--- src/hdl/gip_pkg.sv ---
// ----------------------------------------------------------------------------
// gip_pkg
// Shared types and constants for the GPIO interrupt port: request and
// register select codes, data width, pin index width and the default pin count.
// ----------------------------------------------------------------------------
package gip_pkg;

  localparam int unsigned DataWidth   = 32;
  localparam int unsigned PinCountDef = 32;
  localparam int unsigned PinIdxWidth = 5;

  // request kind of one transaction
  typedef enum logic [1:0] {
    REQ_READ      = 2'd0,
    REQ_WRITE     = 2'd1,
    REQ_PIN_EVENT = 2'd2
  } req_e;

  // register select codes
  typedef enum logic [3:0] {
    REG_RST    = 4'd0,
    REG_DAT    = 4'd1,
    REG_DOE    = 4'd2,
    REG_FS0    = 4'd3,
    REG_FS1    = 4'd4,
    REG_FS2    = 4'd5,
    REG_STATUS = 4'd6,
    REG_ENABLE = 4'd7,
    REG_POL    = 4'd8,
    REG_MODE0  = 4'd9,
    REG_MODE1  = 4'd10,
    REG_CTL    = 4'd11
  } reg_e;

endpackage

--- src/hdl/gpio_interrupt_port.sv ---
// ----------------------------------------------------------------------------
// gpio_interrupt_port
// GPIO port with per-pin interrupt detection: bus reads and writes of the
// port registers and pin level change events, one result per transaction.
// ----------------------------------------------------------------------------
//
//  channel | direction | handshake             | payload
//  --------+-----------+-----------------------+-------------------------------
//  in      | input     | in_valid_i/in_stall_o | req_type, reg_sel, write_data,
//          |           |                       | pin_index, pin_level
//  out     | output    | out_valid_o/out_stall_i | read_data, irq
//
//  every transaction passes through the input register and then the result
//  register; a new one is accepted every cycle, limited only by the result
//  register draining
//  the port state is updated when a transaction moves from the input register
//  into the result register, so the next one always sees it
//  reset (rst_ni low, asynchronous) clears all port registers and the valid bits of both stages
//  a stall at the output holds the result and backs up into in_stall_o
//
module gpio_interrupt_port
  import gip_pkg::*;
#(
  parameter int unsigned PIN_COUNT = PinCountDef
) (
  input  logic                   clk_i,
  input  logic                   rst_ni,
  // request channel
  input  logic                   in_valid_i,
  output logic                   in_stall_o,
  input  logic [1:0]             req_type_i,
  input  logic [3:0]             reg_sel_i,
  input  logic [DataWidth-1:0]   write_data_i,
  input  logic [PinIdxWidth-1:0] pin_index_i,
  input  logic                   pin_level_i,
  // result channel
  output logic                   out_valid_o,
  input  logic                   out_stall_i,
  output logic [DataWidth-1:0]   read_data_o,
  output logic                   irq_o
);

  // input register
  logic                   s1_valid_q;
  logic [1:0]             s1_req_q;
  logic [3:0]             s1_sel_q;
  logic [DataWidth-1:0]   s1_data_q;
  logic [PinIdxWidth-1:0] s1_idx_q;
  logic                   s1_level_q;

  // result register
  logic                 out_valid_q;
  logic [DataWidth-1:0] rdata_q;
  logic                 irq_out_q;

  // port state
  logic [PIN_COUNT-1:0] pin_levels_q, pin_levels_d;
  logic [PIN_COUNT-1:0] status_q, status_d;
  logic [PIN_COUNT-1:0] enable_q, enable_d;
  logic [PIN_COUNT-1:0] pol_q, pol_d;
  logic [PIN_COUNT-1:0] mode_lvl_q, mode_lvl_d;
  logic [PIN_COUNT-1:0] both_edge_q, both_edge_d;
  logic [DataWidth-1:0] fs0_q, fs0_d;
  logic [DataWidth-1:0] ctl_q, ctl_d;
  logic                 irq_line_q, irq_line_d;

  logic                 s2_ready;
  logic                 s1_adv;
  logic                 in_accept;
  logic [DataWidth-1:0] rdata_d;
  logic [PIN_COUNT-1:0] pin_bit;
  logic [PIN_COUNT-1:0] wdata_pins;
  logic [PIN_COUNT-1:0] edge_pins, rise_mask, fall_mask;
  logic [PIN_COUNT-1:0] status_edge;
  logic                 recompute_lvl;

  // result register takes a new transaction when empty or draining
  assign s2_ready   = !out_valid_q || !out_stall_i;
  assign s1_adv     = s1_valid_q && s2_ready;
  assign in_stall_o = s1_valid_q && !s2_ready;
  assign in_accept  = in_valid_i && !in_stall_o;

  // one-hot of the event pin; all zero for a pin beyond the port
  always_comb begin
    for (int i = 0; i < PIN_COUNT; i++) begin
      pin_bit[i] = (s1_idx_q == PinIdxWidth'(i));
    end
  end

  assign wdata_pins = s1_data_q[PIN_COUNT-1:0];

  // edge detection masks from the state before the event
  assign edge_pins = ~mode_lvl_q & enable_q;
  assign rise_mask = edge_pins & (~pol_q | both_edge_q);
  assign fall_mask = edge_pins & (pol_q | both_edge_q);

  // next state and read data
  always_comb begin
    pin_levels_d  = pin_levels_q;
    status_edge   = status_q;
    enable_d      = enable_q;
    pol_d         = pol_q;
    mode_lvl_d    = mode_lvl_q;
    both_edge_d   = both_edge_q;
    fs0_d         = fs0_q;
    ctl_d         = ctl_q;
    rdata_d       = '0;
    recompute_lvl = 1'b0;
    unique case (s1_req_q)
      REQ_READ: begin
        unique case (s1_sel_q)
          REG_DAT:    rdata_d = DataWidth'(pin_levels_q);
          REG_FS0:    rdata_d = fs0_q;
          REG_STATUS: rdata_d = DataWidth'(status_q);
          REG_ENABLE: rdata_d = DataWidth'(enable_q);
          REG_POL:    rdata_d = DataWidth'(pol_q);
          REG_MODE0:  rdata_d = DataWidth'(mode_lvl_q);
          REG_MODE1:  rdata_d = DataWidth'(both_edge_q);
          REG_CTL:    rdata_d = ctl_q;
          default:    rdata_d = '0;
        endcase
      end
      REQ_WRITE: begin
        unique case (s1_sel_q)
          REG_FS0:    fs0_d = s1_data_q;
          REG_STATUS: status_edge = status_q & ~wdata_pins;
          REG_ENABLE: enable_d = wdata_pins;
          REG_POL: begin
            pol_d         = wdata_pins;
            recompute_lvl = 1'b1;
          end
          REG_MODE0: begin
            mode_lvl_d    = wdata_pins;
            recompute_lvl = 1'b1;
          end
          REG_MODE1: begin
            both_edge_d   = wdata_pins;
            recompute_lvl = 1'b1;
          end
          REG_CTL:    ctl_d = s1_data_q;
          default:    ;
        endcase
      end
      REQ_PIN_EVENT: begin
        recompute_lvl = |pin_bit;
        if (s1_level_q) begin
          status_edge  = status_q | (pin_bit & ~pin_levels_q & rise_mask);
          pin_levels_d = pin_levels_q | pin_bit;
        end else begin
          status_edge  = status_q | (pin_bit & pin_levels_q & fall_mask);
          pin_levels_d = pin_levels_q & ~pin_bit;
        end
      end
      default: ;
    endcase

    // level pins follow pin xor polarity
    if (recompute_lvl) begin
      status_d = (status_edge & ~mode_lvl_d) | ((pin_levels_d ^ pol_d) & mode_lvl_d);
    end else begin
      status_d = status_edge;
    end

    // irq is re-evaluated after writes and events, held otherwise
    if (s1_req_q == REQ_WRITE || s1_req_q == REQ_PIN_EVENT) begin
      irq_line_d = |(status_d & enable_d);
    end else begin
      irq_line_d = irq_line_q;
    end
  end

  // input register
  always_ff @(posedge clk_i or negedge rst_ni) begin
    if (!rst_ni) begin
      s1_valid_q <= 1'b0;
    end else if (in_accept) begin
      s1_valid_q <= 1'b1;
    end else if (s1_adv) begin
      s1_valid_q <= 1'b0;
    end
  end

  always_ff @(posedge clk_i) begin
    if (in_accept) begin
      s1_req_q   <= req_type_i;
      s1_sel_q   <= reg_sel_i;
      s1_data_q  <= write_data_i;
      s1_idx_q   <= pin_index_i;
      s1_level_q <= pin_level_i;
    end
  end

  // port state, updated as a transaction completes its pass
  always_ff @(posedge clk_i or negedge rst_ni) begin
    if (!rst_ni) begin
      pin_levels_q <= '0;
      status_q     <= '0;
      enable_q     <= '0;
      pol_q        <= '0;
      mode_lvl_q   <= '0;
      both_edge_q  <= '0;
      fs0_q        <= '0;
      ctl_q        <= '0;
      irq_line_q   <= 1'b0;
    end else if (s1_adv) begin
      pin_levels_q <= pin_levels_d;
      status_q     <= status_d;
      enable_q     <= enable_d;
      pol_q        <= pol_d;
      mode_lvl_q   <= mode_lvl_d;
      both_edge_q  <= both_edge_d;
      fs0_q        <= fs0_d;
      ctl_q        <= ctl_d;
      irq_line_q   <= irq_line_d;
    end
  end

  // result register
  always_ff @(posedge clk_i or negedge rst_ni) begin
    if (!rst_ni) begin
      out_valid_q <= 1'b0;
    end else if (s2_ready) begin
      out_valid_q <= s1_valid_q;
    end
  end

  always_ff @(posedge clk_i) begin
    if (s1_adv) begin
      rdata_q   <= rdata_d;
      irq_out_q <= irq_line_d;
    end
  end

  assign out_valid_o = out_valid_q;
  assign read_data_o = rdata_q;
  assign irq_o       = irq_out_q;

`ifndef ASSERT_OFF
  // irq line always matches the enabled status bits
  assert property (@(posedge clk_i) disable iff (!rst_ni)
    irq_line_q == |(status_q & enable_q))
    else $error("irq line out of step with status and enable");

  // a stall at the input only while the input register is occupied
  assert property (@(posedge clk_i) disable iff (!rst_ni)
    in_stall_o |-> s1_valid_q)
    else $error("input stalled with empty input register");

  // state moves only when a transaction completes
  assert property (@(posedge clk_i) disable iff (!rst_ni)
    !s1_adv |=> $stable(pin_levels_q) && $stable(status_q))
    else $error("port state changed without a transaction");

  // after a pin event the level pins show pin xor polarity
  assert property (@(posedge clk_i) disable iff (!rst_ni)
    s1_adv && s1_req_q == REQ_PIN_EVENT && (|pin_bit)
    |=> ((status_q ^ pin_levels_q ^ pol_q) & mode_lvl_q) == '0)
    else $error("level pin status not recomputed after event");

  // a completed pass always yields a result
  assert property (@(posedge clk_i) disable iff (!rst_ni)
    s1_adv |=> out_valid_o)
    else $error("transaction lost between stages");
`endif

endmodule
--- config.mk ---
export PLATFORM = sky130hd
export DESIGN_NAME = gpio_interrupt_port
export DESIGN_NICKNAME = d
export VERILOG_FILES = /design/src/hdl/gip_pkg.sv /design/src/hdl/gpio_interrupt_port.sv
export SDC_FILE = /design/constraint.sdc
export NUM_CORES = 1
export LEC_CHECK = 0
export BUFFER_PORTS_ARGS = -buffer_cell sky130_fd_sc_hd__clkbuf_2
export CORE_UTILIZATION = 50
export CTS_BUF_LIST = sky130_fd_sc_hd__clkbuf_16
export DETAILED_ROUTE_END_ITERATION = 16
export PLACE_DENSITY = 0.76
export SYNTH_ARGS = -nofsm -noshare
export SYNTH_HDL_FRONTEND = slang
export SYNTH_SLANG_ARGS = --single-unit
--- constraint.sdc ---
create_clock -name clk_i -period 8.7 [get_ports clk_i]
set_clock_uncertainty 0.05 [all_clocks]
set_input_delay 0 -clock clk_i [delete_from_list [all_inputs] [get_ports clk_i]]
set_output_delay 0 -clock clk_i [all_outputs]
set_load 0.02 [all_outputs]
Word-level counts from Yosys, hierarchy flattened
Index checks and enable logic that the tools add are counted.
{ "op_classes": {"eq_ne": 41, "muxes": 18, "bitwise": 25, "n_reduce_logical": 18} }
{ "op_table": {"columns": ["operator", "count"], "rows": [
  ["$and A32 B32 Y32", 12],
  ["$mux W32", 11],
  ["$pmux W32 S8", 1],
  ["$not A32 Y32", 6],
  ["$or A32 B32 Y32", 6],
  ["$eq A5 B5 Y1 const B", 16],
  ["$pmux W32 S2", 1],
  ["$reduce_or A32 Y1", 2],
  ["$eq A5 B4 Y1 const B", 8],
  ["$xor A32 B32 Y32", 1],
  ["$eq A5 B3 Y1 const B", 4],
  ["$eq A4 B4 Y1 const B", 4],
  ["$eq A5 B2 Y1 const B", 2],
  ["$reduce_and A3 Y1", 3],
  ["$eq A4 B3 Y1 const B", 2],
  ["$eq A5 B1 Y1 const B", 1],
  ["$logic_not A5 Y1", 1],
  ["$eq A4 B1 Y1 const B", 1],
  ["$eq A4 B2 Y1 const B", 1],
  ["$logic_not A1 Y1", 4],
  ["$mux W1", 4],
  ["$logic_and A1 B1 Y1", 3],
  ["$reduce_or A3 Y1", 1],
  ["$eq A2 B1 Y1 const B", 1],
  ["5 further kinds", 6]
]} }
{ "word_totals": {"regBits": 336, "in_bits": 48, "out_inout_bits": 35, "elab_cells": 120} }

Longest topological paths before layout
Gate-level depths: netlist of the first run.
{ "logic_depth": {"ltp_word": 13, "depth_mapped": 15, "ltp_nobuf": 11} }

Worst setup path before layout of the first run
OpenSTA, ideal clock, no wires.
{ "synth_timing": {"path_kind": "register to register", "startpoint": "reg s1_req_q[0]", "endpoint": "reg irq_out_q (netlist: irq_o), data pin", "setup_time_ns": 0.269, "arrival_ns": 2.584, "t_required_ns": 8.381, "path_slack_ns": 5.797, "path_stages_with_launch": 15, "path_buffers": 3, "synth_period_minus_slack_ns": 2.903, "path_cell_list": "edfxtp_1 > inv_1 > ha_1 > buf_2 > nor2b_1 > buf_2 > and2_1 > clkbuf_1 > nand2_1 > a31o_2 > mux2_2 > a32o_1 > nor4_1 > and3_1 > a31oi_1"} }
{ "synth_between": {"elab_chain_cells": 9, "word_cells_on_any_way": 18, "classes_between": "eq/ne: 2; mux: 8; bitwise: 6; reduce/logical: 2"} }
{ "synth_lines": {"columns": ["element", "line_no", "rtl"], "rows": [
  ["from (decl)", "gpio_interrupt_port.sv:45", "logic [1:0] s1_req_q;"],
  ["from (signal assigned)", "gpio_interrupt_port.sv:185", "s1_req_q <= req_type_i;"],
  ["$eq A2 B2 Y1 or $eq A2 B1 Y1 (tied branches)", "gpio_interrupt_port.sv:109, gpio_interrupt_port.sv:165", null],
  ["$mux W32", "gpio_interrupt_port.sv:109", "unique case (s1_req_q)"],
  ["$xor A32 B32 Y32 or $not A32 Y32 (tied branches)", "gpio_interrupt_port.sv:159", "status_d = (status_edge & ~mode_lvl_d) | ((pin_levels_d ^ pol_d) & mode_lvl_d);"],
  ["$and A32 B32 Y32", "gpio_interrupt_port.sv:159", null],
  ["$or A32 B32 Y32", "gpio_interrupt_port.sv:159", null],
  ["$mux W32", "gpio_interrupt_port.sv:158", "if (recompute_lvl) begin"],
  ["$and A32 B32 Y32", "gpio_interrupt_port.sv:166", "irq_line_d = |(status_d & enable_d);"],
  ["$reduce_or A32 Y1", "gpio_interrupt_port.sv:166", null],
  ["$mux W1 (*)", "gpio_interrupt_port.sv:165", "if (s1_req_q == REQ_WRITE || s1_req_q == REQ_PIN_EVENT) begin"],
  ["net irq_line_d", "gpio_interrupt_port.sv:65", "logic irq_line_q, irq_line_d;"],
  ["to (signal assigned)", "gpio_interrupt_port.sv:230", "irq_out_q <= irq_line_d;"],
  ["to (decl)", "gpio_interrupt_port.sv:54", "logic irq_out_q;"]
]} }
The timed path passes the listed nets; every way through them passes the cells marked *.
A chain may end at the register's enable or synchronous reset.

Worst setup path after layout of the first run
{ "layout_timing": {"startpoint": "reg s1_req_q[1]", "endpoint": "reg irq_out_q (netlist: irq_o), data pin"} }
Same word-level chain as after synthesis.

==> insert_results.sql, run 1 <==
INSERT INTO impl_metrics (metric_group, metric, value, unit) VALUES
('logic_synthesis', 'synth_cells', '1608', ''),
('logic_synthesis', 'yosys-top-cells-count', 'dfrtp_1 (259), mux2_2 (240), nand2_1 (184)', ''),
('logic_synthesis', 'post-synth-top-area-cell', 'dfrtp_1', ''),
('place', 'dp_hpwl', '35.1', 'mm'),
('timing', 'grt_setup_unrepaired', 'false', ''),
('timing', 'final_hold_viol_count', '0', ''),
('place', 'placedInstanceArea', '0.0187', 'mm^2'),
('cts', 'cts_made_buffers', '37', ''),
('worst_setup_path', 'rr_endpoint', 'irq_o', ''),
('cts', 'tritoncts_num_sinks', '336', ''),
('place', 'port_buffers', '82', ''),
('worst_setup_path', 'cp_data_arrival_time', '4560', 'ps'),
('grt', 'pin_count_of_the_biggest_net_entering_global_routing', '120', ''),
('cells_and_area', 'fraction_of_final_layout_cells_sized_beyond_drive_strength_1', '26.0', '%'),
('worst_setup_path', 'critical-path-top-cell-by-count', 'a31oi_1', ''),
('die', 'rows', '68', ''),
('timing', 'post_route_hold_slack', '65.4', 'ps'),
('grt', 'globalRouteOverflowTotal', '0', ''),
('worst_setup_path', 'worst-r2r-setup-slack', '4370', 'ps'),
('die', 'die_h', '191', 'um'),
('die', 'dieWidth', '191', 'um'),
('logic_synthesis', 'yosys_register_bits', '336', ''),
('worst_setup_path', 'timing.reg2reg.worst_path_depth', '10', ''),
('timing', 'tns', '0', 'ps'),
('worst_setup_path', 'startpoint_type', 'register', ''),
('cts', 'htreeDepth', '2', ''),
('logic_synthesis', 'synthMostInstantiatedCell', 'dfrtp_1', ''),
('detailed_routing', 'first_iter_violations', '1705', ''),
('worst_setup_path', 'crit_type', 'reg2reg', ''),
('run', 'maxCapViolations', '0', ''),
('logic_synthesis', 'synthFlopType', 'dfrtp_1', ''),
('logic_synthesis', 'synth_warnings', '0', ''),
('timing', 'maxSlewViolCount', '0', ''),
('logic_synthesis', 'synth-simple-area-share', '11.0', '%'),
('cts', 'cts_tree', 'done', ''),
('grt', 'antenna_violations_before_repair', '0', ''),
('detailed_routing', 'drc', '0', ''),
('cts', 'number_of_buffers_inserted_by_hold_repair_at_cts', '48', ''),
('logic_synthesis', 'synth_compound_area_share', '12.7', '%'),
('pwr', 'power.static_leakage', '0.00890', 'uW'),
('timing', 'slew_headroom', '16.8', '%'),
('cts', 'clk_pin_slew_worst_paths', '70', 'ps'),
('worst_setup_path', 'regToRegStartpoint', 's1_req_q[1]', ''),
('detailed_routing', 'routed_via_density', '6.65', ''),
('logic_synthesis', 'ys_types', '61', ''),
('grt', 'groute.usage.overall', '31.0', '%'),
('logic_synthesis', 'post_synth_main_area_contributors', 'dfrtp_1 (36%), mux2_2 (15%), edfxtp_1 (13%), mux2i_1 (6.1%), nand2_1 (3.9%)', ''),
('min_path', 'min_path_type', 'in2async', ''),
('worst_setup_path', 'cp.required', '8930', 'ps'),
('place', 'dpl.cell_count', '2039', ''),
('die', 'initial_utilization', '51.3', '%'),
('timing', 'max_clock_freq', '0.231', 'GHz'),
('run_status', 'status', 'finished, final reports clean', ''),
('timing', 'final.period_utilization', '49.7', '%'),
('worst_setup_path', 'critical_path.cell_chain', 'inv_1 -> ha_1 -> nor2b_1 -> nand2b_1 -> a31oi_1 -> mux2_2 -> o22ai_1 -> nor4_1 -> and3_1 -> a31oi_1', ''),
('logic_synthesis', 'synth.mux.area_fraction', '21.2', '%'),
('cells_and_area', 'layout.filler_cells', '2902', ''),
('grt', 'wire_length_of_the_first_global_routing_pass', '85.3', 'mm'),
('cts', 'cts.path.max_buffers', '3', ''),
('die', 'core_region_area', '0.0349', 'mm^2'),
('place', 'gp_congestion', '0.940', ''),
('cells_and_area', 'finish.cell_count_without_fillers', '2155', ''),
('logic_synthesis', 'synth_edf_count', '77', ''),
('logic_synthesis', 'synthesis.area', '0.0179', 'mm^2'),
('cells_and_area', 'layout.cell_area.non_filler', '0.0203', 'mm^2'),
('logic_synthesis', 'post_synth_xor_xnor_area', '2.15', '%'),
('worst_setup_path', 'critPathMaxStageDelay', '800', 'ps'),
('cells_and_area', 'syn2layout_area_growth', '13.7', '%'),
('pwr', 'power_per_cell_area', '203', 'mW/mm^2'),
('logic_synthesis', 'synthAdderAreaFrac', '0.210', '%'),
('worst_setup_path', 'endpoint_kind', 'register', '');
==> kinds of logic after synthesis <==
logic type,after synthesis
and+or+nand+nor,395
muxes,349
DFF,336
AOI/OAI and AO/OA,319
buffers and inverters,162
xor gates and xnor gates,44
adders and majority gates,3
==> state kept, by name (all words and copies together) (netlist names) <==
name and flops:
out_valid_o 1, pin_levels_q 32, mode_lvl_q 32, fs0_q 32, read_data_o 32, both_edge_q 32
status_q 32, s1_valid_q 1, enable_q 32, s1_req_q 2, ctl_q 32, s1_sel_q 4
pol_q 32, s1_level_q 1, s1_data_q 32, irq_o 1, irq_line_q 1, s1_idx_q 5
==> final cells by class <==
class | instances | area, um^2 | share of cell area, %
Clock buffer | 39 | 976 | 4.80
Clock inverter | 29 | 223 | 1.09
Inverter | 20 | 75.1 | 0.369
Multi-Input combinational cell | 1110 | 8540 | 42.0
Sequential cell | 336 | 8790 | 43.2
Tap cell | 455 | 569 | 2.80
Timing Repair Buffer | 166 | 1170 | 5.76
==> power breakdown <==
group	internal (uW)	leakage (uW)	switching, uW
clock network	904	0.000615	666
registers	1790	0.00424	202
logic	259	0.00404	303
total	2960	0.00890	1170
==> critical path, delay by kind of cell, from the launching register on <==
kind,cells,cell delay [ps]
AO/OA/AOI/OAI,3,480
flip-flops,1,360
multiplexers,1,210
buffers and inverters,1,70
AND/OR/NAND/NOR,4,2370
adder cells (fa/ha/maj),1,500
==> per-layer routing <==
| metal | global-route usage, % | share of wire [%] | routed length (um) | up-vias |
|---|---|---|---|---|
| li1 | - | - | - | 6113 |
| met5 | 0 | 0 | 0 | - |
| met4 | 15.0 | 4.5 | 2510 | 0 |
| met2 | 47.1 | 45 | 25200 | 886 |
| met1 | 42.4 | 40 | 22700 | 7143 |
| met3 | 6.21 | 10 | 5810 | 184 |
==> worst min path at each step <==
stage	cells after the start	to	startpoint	slack, ps
2_1_floorplan	0	both_edge_q[0]	rst_ni	-350
3_3_place_gp	1	both_edge_q[19]	rst_ni	110
3_5_place_dp	1	mode_lvl_q[19]	rst_ni	120
4_1_cts	2	s1_data_q[14]	write_data_i[14]	100
5_1_grt	2	s1_data_q[8]	write_data_i[8]	110
6_report	2	enable_q[19]	rst_ni	70
==> layout by cell type (no fill, tap or decap), types with 6 or more instances in the layout <==
cell / instances
nand2_1: 183
nor3_1: 8
edfxtp_1: 77
xor2_1: 21
o31ai_1: 9
nor2_1: 45
a31oi_1: 43
nor3b_1: 19
a22o_1: 32
nand2b_1: 22
nor4_1: 6
a222oi_1: 32
clkinv_2: 10
a21oi_1: 44
nor2b_1: 20
a221oi_1: 32
o211ai_1: 9
buf_4: 36
inv_1: 25
nand3_1: 32
clkbuf_16: 39
o22ai_1: 17
mux2_2: 240
dfrtp_1: 259
xnor2_1: 23
clkbuf_2: 81
and3_1: 9
mux2i_1: 109
dlygate4sd3_1: 48
nor4bb_1: 6
o21ai_0: 60
==> through the flow <==
| stage | worst slack (ps) | util [%] | total power (uW) |
|---|---|---|---|
| 2_1_floorplan | 5800 | - | 2330 |
| 3_3_place_gp | 4720 | 53.5 | 2520 |
| 3_5_place_dp | 4580 | 53.5 | 2550 |
| 4_1_cts | 4570 | 58.3 | 4140 |
| 5_1_grt | 4270 | 58.3 | 4270 |
| 6_report | 4370 | 58.3 | 4130 |
(Power assumes the default switching activity.)
==> run 2: changes to the inputs <==
--- a/config.mk
+++ b/config.mk
@@ -9,7 +9,7 @@
 export CORE_UTILIZATION = 50
 export CTS_BUF_LIST = sky130_fd_sc_hd__clkbuf_16
 export DETAILED_ROUTE_END_ITERATION = 16
-export PLACE_DENSITY = 0.76
+export PLACE_DENSITY = 0.79
 export SYNTH_ARGS = -nofsm -noshare
 export SYNTH_HDL_FRONTEND = slang
 export SYNTH_SLANG_ARGS = --single-unit
==> constraint.sdc (replaced) <==
create_clock -name clk_i -period 3.8 [get_ports clk_i]
set_clock_uncertainty 0.05 [all_clocks]
set_input_delay 0 -clock clk_i [delete_from_list [all_inputs] [get_ports clk_i]]
set_output_delay 0 -clock clk_i [all_outputs]
set_load 0.02 [all_outputs]
==> run 2 against run 1 <==
Compared with the run above:
- global-route usage is 1.7 points higher
- routed wire length up 4.3%
- critical endpoint unchanged
- first-iteration DRC count up 13%
- combinational power grew 130%
- sequential power grew 130%
- largest cell class unchanged
- die area unchanged
- total power rose by 130%
==> insert_results.sql, run 2 (synthesis gave the netlist of run 1 again) <==
INSERT INTO impl_metrics (metric_group, metric, value, unit) VALUES
('cts', 'post_cts.repair.setup_buffers', '0', ''),
('cts', 'cts_made_buffers', '38', ''),
('run', 'maxCapViolations', '0', ''),
('worst_setup_path', 'critPathMaxStageDelay', '480', 'ps'),
('worst_setup_path', 'cp_num_buf_inv', '2', ''),
('place', 'port_buffers', '82', ''),
('timing', 'final_hold_viol_count', '0', ''),
('run_status', 'status', 'finished, final reports clean', ''),
('grt', 'globalRouteOverflowTotal', '0', ''),
('timing', 'maxSlewViolCount', '0', ''),
('detailed_routing', 'drt-total-wl', '58.7', 'mm'),
('timing', 'fin_crit', '3730', 'ps'),
('grt', 'wire_length_of_the_first_global_routing_pass', '88.8', 'mm'),
('cts', 'clk_lat_worst_skew', '560', 'ps'),
('timing', 'slew_headroom', '23.1', '%'),
('detailed_routing', 'detailroute.via_count', '14400', ''),
('worst_setup_path', 'path_delay_family', 'simple AND/OR/NAND/NOR gates', ''),
('pwr', 'vdd_drop_max', '0.000379', 'V'),
('pwr', 'power_per_cell_area', '462', 'mW/mm^2'),
('grt', 'globalRouteMet2Util', '50.0', '%'),
('die', 'rows', '68', ''),
('worst_setup_path', 'crit_type', 'reg2reg', ''),
('die', 'core_region_area', '0.0349', 'mm^2'),
('cts', 'clk_pin_slew_worst_paths', '70', 'ps'),
('cells_and_area', 'antennaDiodeCount', '0', ''),
('timing', 'post_route_hold_slack', '85.3', 'ps'),
('detailed_routing', 'drc', '0', ''),
('place', 'gp_congestion', '0.975', ''),
('timing', 'post_route_setup_slack', '70.6', 'ps'),
('detailed_routing', 'initial_drt_pass_iterations', '6', ''),
('detailed_routing', 'detail-route-antenna-nets', '0', ''),
('pwr', 'power.static_leakage', '0.00911', 'uW'),
('timing', 'tightest_slew', '1150', 'ps'),
('timing', 'max_clock_freq', '0.268', 'GHz'),
('detailed_routing', 'routed_via_density', '6.57', ''),
('worst_setup_path', 'timing.critical_path.depth', '11', ''),
('place', 'dp_worst_setup_slack', '242', 'ps'),
('grt', 'groute.usage.overall', '32.7', '%'),
('detailed_routing', 'wl_per_cell', '26.8', 'um'),
('detailed_routing', 'first_iter_violations', '1933', ''),
('grt', 'antenna_violations_before_repair', '0', ''),
('grt', 'grt_pass1_vias', '14100', ''),
('worst_setup_path', 'critical-path-top-cell-by-count', 'mux2i_1', ''),
('worst_setup_path', 'rr_endpoint', 'irq_o', ''),
('worst_setup_path', 'worst_path_max_delay_cell', 'ha_1', ''),
('worst_setup_path', 'regToRegStartpoint', 's1_req_q[1]', ''),
('worst_setup_path', 'timing.reg2reg.worst_path_depth', '11', ''),
('grt', 'pin_count_of_the_biggest_net_entering_global_routing', '134', ''),
('worst_setup_path', 'endpoint_kind', 'register', ''),
('cells_and_area', 'syn2layout_area_growth', '15.8', '%'),
('worst_setup_path', 'cp_data_arrival_time', '3960', 'ps'),
('cts', 'htreeDepth', '2', ''),
('cts', 'cts_tree', 'done', ''),
('cells_and_area', 'finish.net_count', '1756', ''),
('min_path', 'min_path_type', 'in2async', ''),
('cells_and_area', 'mostFrequentLayoutCell', 'dfrtp_1', ''),
('cts', 'tritoncts_num_sinks', '336', ''),
('cts', 'cts.path.max_buffers', '3', ''),
('place', 'dp_hpwl', '37.9', 'mm'),
('worst_setup_path', 'timing.critical_path.fanout_max', '12', ''),
('timing', 'grt_setup_unrepaired', 'false', ''),
('die', 'fp.dieArea', '0.0366', 'mm^2'),
('worst_setup_path', 'critical_path.cell_chain', 'inv_1 -> ha_1 -> nand2_2 -> buf_4 -> mux2i_1 -> xor2_1 -> mux2i_1 -> o21ai_0 -> nor4_1 -> and3_1 -> a31oi_1', ''),
('cells_and_area', 'fraction_of_final_layout_cells_sized_beyond_drive_strength_1', '26.8', '%'),
('timing', 'tns', '0', 'ps'),
('cells_and_area', 'mostFrequentLayoutCells', 'dfrtp_1 (259), mux2_2 (240), nand2_1 (183)', ''),
('worst_setup_path', 'cp.required', '4030', 'ps'),
('worst_setup_path', 'worst-r2r-setup-slack', '70', 'ps'),
('cts', 'cts.root.buffer_cell', 'clkbuf_16', ''),
('die', 'dieWidth', '191', 'um'),
('die', 'io_pins', '83', ''),
('timing', 'final.period_utilization', '98.1', '%'),
('die', 'die_h', '191', 'um'),
('grt', 'grtUsageMet3', '5.73', '%'),
('grt', 'global_route.peak_usage_layer', 'met2', ''),
('die', 'initial_utilization', '51.3', '%'),
('worst_setup_path', 'startpoint_type', 'register', ''),
('timing', 'final-setup-viol-count', '0', ''),
('cells_and_area', 'final_util', '59.4', '%'),
('grt', 'globalRouteMet1Util', '45.1', '%');
-- run 2: changes by cell type in the layout (fill, tap and decap cells not counted), moves of 2 or more --
cell and change:
clkinv_1 +8, buf_12 +8, buf_4 +25, clkbuf_16 +2, clkinv_2 -9
-- run 2: what timing repair did --
action                     CTS  global route
hold endpoints to repair   177             0
hold buffers                48             0
resized for setup            0             1
setup endpoints to repair    0             1
-- run 2: report_power, final --
part / internal (uW) / switching [uW] / total (uW)
logic: 614 / 706 / 1320
clock network: 2200 / 1490 / 3690
registers: 4110 / 463 / 4570
-- run 2: area by class of cell --
cell class,instances,area [um^2]
well taps,455,569
fillers,2821,14200
clock buffers,41,1030
repair buffers,199,1520
inverters,20,75.1
flip-flops and latches,336,8790
multi-input cells,1110,8530
clock inverters,27,216
-- run 2: through the flow --
step           total power (uW)  cells  area [um^2]
6_report                   9590   2188        20700
5_1_grt                    9910   2188        20700
4_1_cts                    9590   2188        20700
3_5_place_dp               5870   2072        19000
3_3_place_gp               5820   2072        19000
2_1_floorplan              5330   1608        17900
-- run 2: how the worst max path moves through the flow --
stage / slack [ps] / end / start
floorplan: 900 / irq_o / s1_req_q[0]
global placement: 250 / irq_o / s1_req_q[1]
detailed placement: 240 / irq_o / s1_req_q[1]
CTS: 240 / irq_o / s1_req_q[0]
global route: 2 / irq_o / s1_sel_q[0]
finish: 70 / irq_o / s1_req_q[1]
-- run 2: routing by layer --
metal	share of wire, %	vias to the layer above
li1	-	6199
met1	41	7142
met2	45	869
met3	9.4	172
met4	4.3	0
met5	0	-
==> run 3: changes to the inputs <==
--- a/config.mk
+++ b/config.mk
@@ -9,7 +9,7 @@
 export CORE_UTILIZATION = 50
 export CTS_BUF_LIST = sky130_fd_sc_hd__clkbuf_16
 export DETAILED_ROUTE_END_ITERATION = 16
-export PLACE_DENSITY = 0.79
+export PLACE_DENSITY = 0.76
 export SYNTH_ARGS = -nofsm -noshare
 export SYNTH_HDL_FRONTEND = slang
 export SYNTH_SLANG_ARGS = --single-unit
==> constraint.sdc (replaced) <==
create_clock -name clk_i -period 4.45 [get_ports clk_i]
set_clock_uncertainty 0.05 [all_clocks]
set_input_delay 0 -clock clk_i [delete_from_list [all_inputs] [get_ports clk_i]]
set_output_delay 0 -clock clk_i [all_outputs]
set_load 0.02 [all_outputs]
==> run 3 against run 2 <==
Compared with the run above:
- the run now ends with max-capacitance violations, max-slew violations left
- via count is 0.92% higher
- largest power group unchanged
- highest routed layer unchanged
- register-to-register slack better by 610 ps
- hold slack worse by 41 ps
==> insert_results.sql, run 3 (synthesis gave the netlist of run 1 again) <==
INSERT INTO impl_metrics (metric_group, metric, value, unit) VALUES
('timing', 'fin_crit', '3770', 'ps'),
('place', 'gp_congestion', '0.971', ''),
('cells_and_area', 'layout.cell_area.non_filler', '0.0207', 'mm^2'),
('detailed_routing', 'wl_per_cell', '27.0', 'um'),
('place', 'port_buffers', '82', ''),
('pwr', 'vdd_drop_max', '0.000374', 'V'),
('cells_and_area', 'fraction_of_final_layout_cells_sized_beyond_drive_strength_1', '27.0', '%'),
('cts', 'cts.root.buffer_cell', 'clkbuf_16', ''),
('timing', 'final.period_utilization', '84.8', '%'),
('place', 'dp_hpwl', '37.4', 'mm'),
('grt', 'grt_pass1_vias', '14300', ''),
('cells_and_area', 'mostFrequentLayoutCell', 'dfrtp_1', ''),
('cts', 'post_cts_resized', '0', ''),
('die', 'die_h', '191', 'um'),
('detailed_routing', 'initial_drt_pass_iterations', '9', ''),
('worst_setup_path', 'timing.critical_path.fanout_max', '9', ''),
('run_status', 'status', 'finished with violations', ''),
('die', 'io_pins', '83', ''),
('timing', 'tightest_slew', '1500', 'ps'),
('cts', 'clk_lat_worst_skew', '550', 'ps'),
('grt', 'antenna_violations_before_repair', '0', ''),
('timing', 'final_hold_viol_count', '0', ''),
('grt', 'pin_count_of_the_biggest_net_entering_global_routing', '110', ''),
('cells_and_area', 'syn2layout_area_growth', '15.7', '%'),
('worst_setup_path', 'startpoint_type', 'register', ''),
('cts', 'cts.path.max_buffers', '3', ''),
('timing', 'tns', '0', 'ps'),
('timing', 'grt_setup_unrepaired', 'false', ''),
('cts', 'clk_pin_slew_worst_paths', '60', 'ps'),
('die', 'initial_utilization', '51.3', '%'),
('cts', 'htreeDepth', '2', ''),
('grt', 'wire_length_of_the_first_global_routing_pass', '89.1', 'mm'),
('worst_setup_path', 'cp.required', '4800', 'ps'),
('min_path', 'min_path_type', 'in2async', ''),
('worst_setup_path', 'crit_type', 'reg2reg', ''),
('place', 'dp_worst_setup_slack', '815', 'ps'),
('timing', 'post_route_hold_slack', '44.1', 'ps'),
('detailed_routing', 'first_iter_violations', '1700', ''),
('cts', 'tritoncts_num_sinks', '336', ''),
('detailed_routing', 'detail-route-antenna-nets', '0', ''),
('cts', 'post_cts.repair.setup_buffers', '0', ''),
('grt', 'groute.usage.overall', '32.8', '%'),
('timing', 'final-setup-viol-count', '0', ''),
('timing', 'maxSlewViolCount', '13', ''),
('worst_setup_path', 'endpoint_kind', 'register', ''),
('cells_and_area', 'antennaDiodeCount', '0', ''),
('cells_and_area', 'finish.net_count', '1749', ''),
('die', 'rows', '68', ''),
('die', 'core_region_area', '0.0349', 'mm^2'),
('cells_and_area', 'final_util', '59.4', '%'),
('timing', 'post_route_setup_slack', '676', 'ps'),
('cts', 'number_of_buffers_inserted_by_hold_repair_at_cts', '48', ''),
('cells_and_area', 'mostFrequentLayoutCells', 'dfrtp_1 (259), mux2_2 (240), nand2_1 (183)', ''),
('die', 'dieWidth', '191', 'um'),
('run_status', 'violations_in_the_final_reports', 'max-capacitance violations, max-slew violations', ''),
('grt', 'globalRouteOverflowTotal', '0', ''),
('detailed_routing', 'routed_via_density', '6.65', ''),
('die', 'fp.dieArea', '0.0366', 'mm^2'),
('pwr', 'power.static_leakage', '0.00909', 'uW'),
('pwr', 'power_per_cell_area', '403', 'mW/mm^2'),
('detailed_routing', 'drc', '0', ''),
('cts', 'cts_made_buffers', '37', ''),
('detailed_routing', 'detailroute.via_count', '14500', ''),
('worst_setup_path', 'cp_data_arrival_time', '4130', 'ps'),
('timing', 'max_clock_freq', '0.265', 'GHz'),
('place', 'placedInstanceArea', '0.0189', 'mm^2'),
('timing', 'slew_headroom', '-0.535', '%'),
('cts', 'cts_tree', 'done', ''),
('detailed_routing', 'drt-total-wl', '59.0', 'mm'),
('run', 'maxCapViolations', '1', '');
run 3: cell types whose count changed in the layout (fill, tap and decap cells not counted), sizes merged:
| cell | delta |
|---|---|
| buf | -6 |
| bufinv | +3 |
| clkbuf | -2 |
| clkinv | -2 |
| clkinvlp | +2 |
| inv | -1 |
run 3: layout make-up:
cell class | count | area (um^2)
tap | 455 | 569
clock inverter | 29 | 324
fill | 2798 | 14200
timing repair buffer | 193 | 1450
inverter | 20 | 75.1
multi-input combinational | 1110 | 8530
clock buffer | 39 | 976
sequential | 336 | 8790
run 3: path summary, 6_finish.rpt:
kind | from | endpoint | slack, ps | cells after the start
max | s1_req_q[0] | irq_o | 680 | 11
min | rst_ni | status_q[20] | 40 | 2
max reg2reg | s1_req_q[0] | irq_o | 680 | 11
min reg2reg | fs0_q[16] | fs0_q[16] | 460 | 1
max in group asynchronous | rst_ni | both_edge_q[1] | 3070 | 3
min in group clk_i | write_data_i[12] | s1_data_q[12] | 110 | 2
run 3: where the power goes:
| group | switching (uW) | leakage [uW] | total [uW] | internal (uW) |
|---|---|---|---|---|
| Combinational | 603 | 0.00420 | 1130 | 526 |
| Sequential | 397 | 0.00424 | 3910 | 3510 |
| Clock | 1310 | 0.000646 | 3310 | 2000 |
run 3: critical path: stages (launching register included):
cell and delay (ps):
edfxtp_1 360, inv_1 70, ha_1 530, nand3_1 630
nor3_1 650, and3_1 240, a31oi_1 40, mux2_2 300
o32ai_1 290, nor4_1 130, and3_1 190, a31oi_1 130
run 3: per-stage QoR:
stage | cells | power (uW)
after global placement | 2066 | 4960
final | 2182 | 8350
after global routing | 2182 | 8620
after floorplan | 1608 | 4550
after CTS | 2182 | 8340
after detailed placement | 2066 | 5010
run 3: layer usage:
layer	global-route usage [%]	wire length [um]	vias up
li1	-	-	6185
met4	15.9	2620	0
met2	49.9	26400	886
met1	44.4	24000	7269
met5	0	0	-
met3	6.88	5950	175
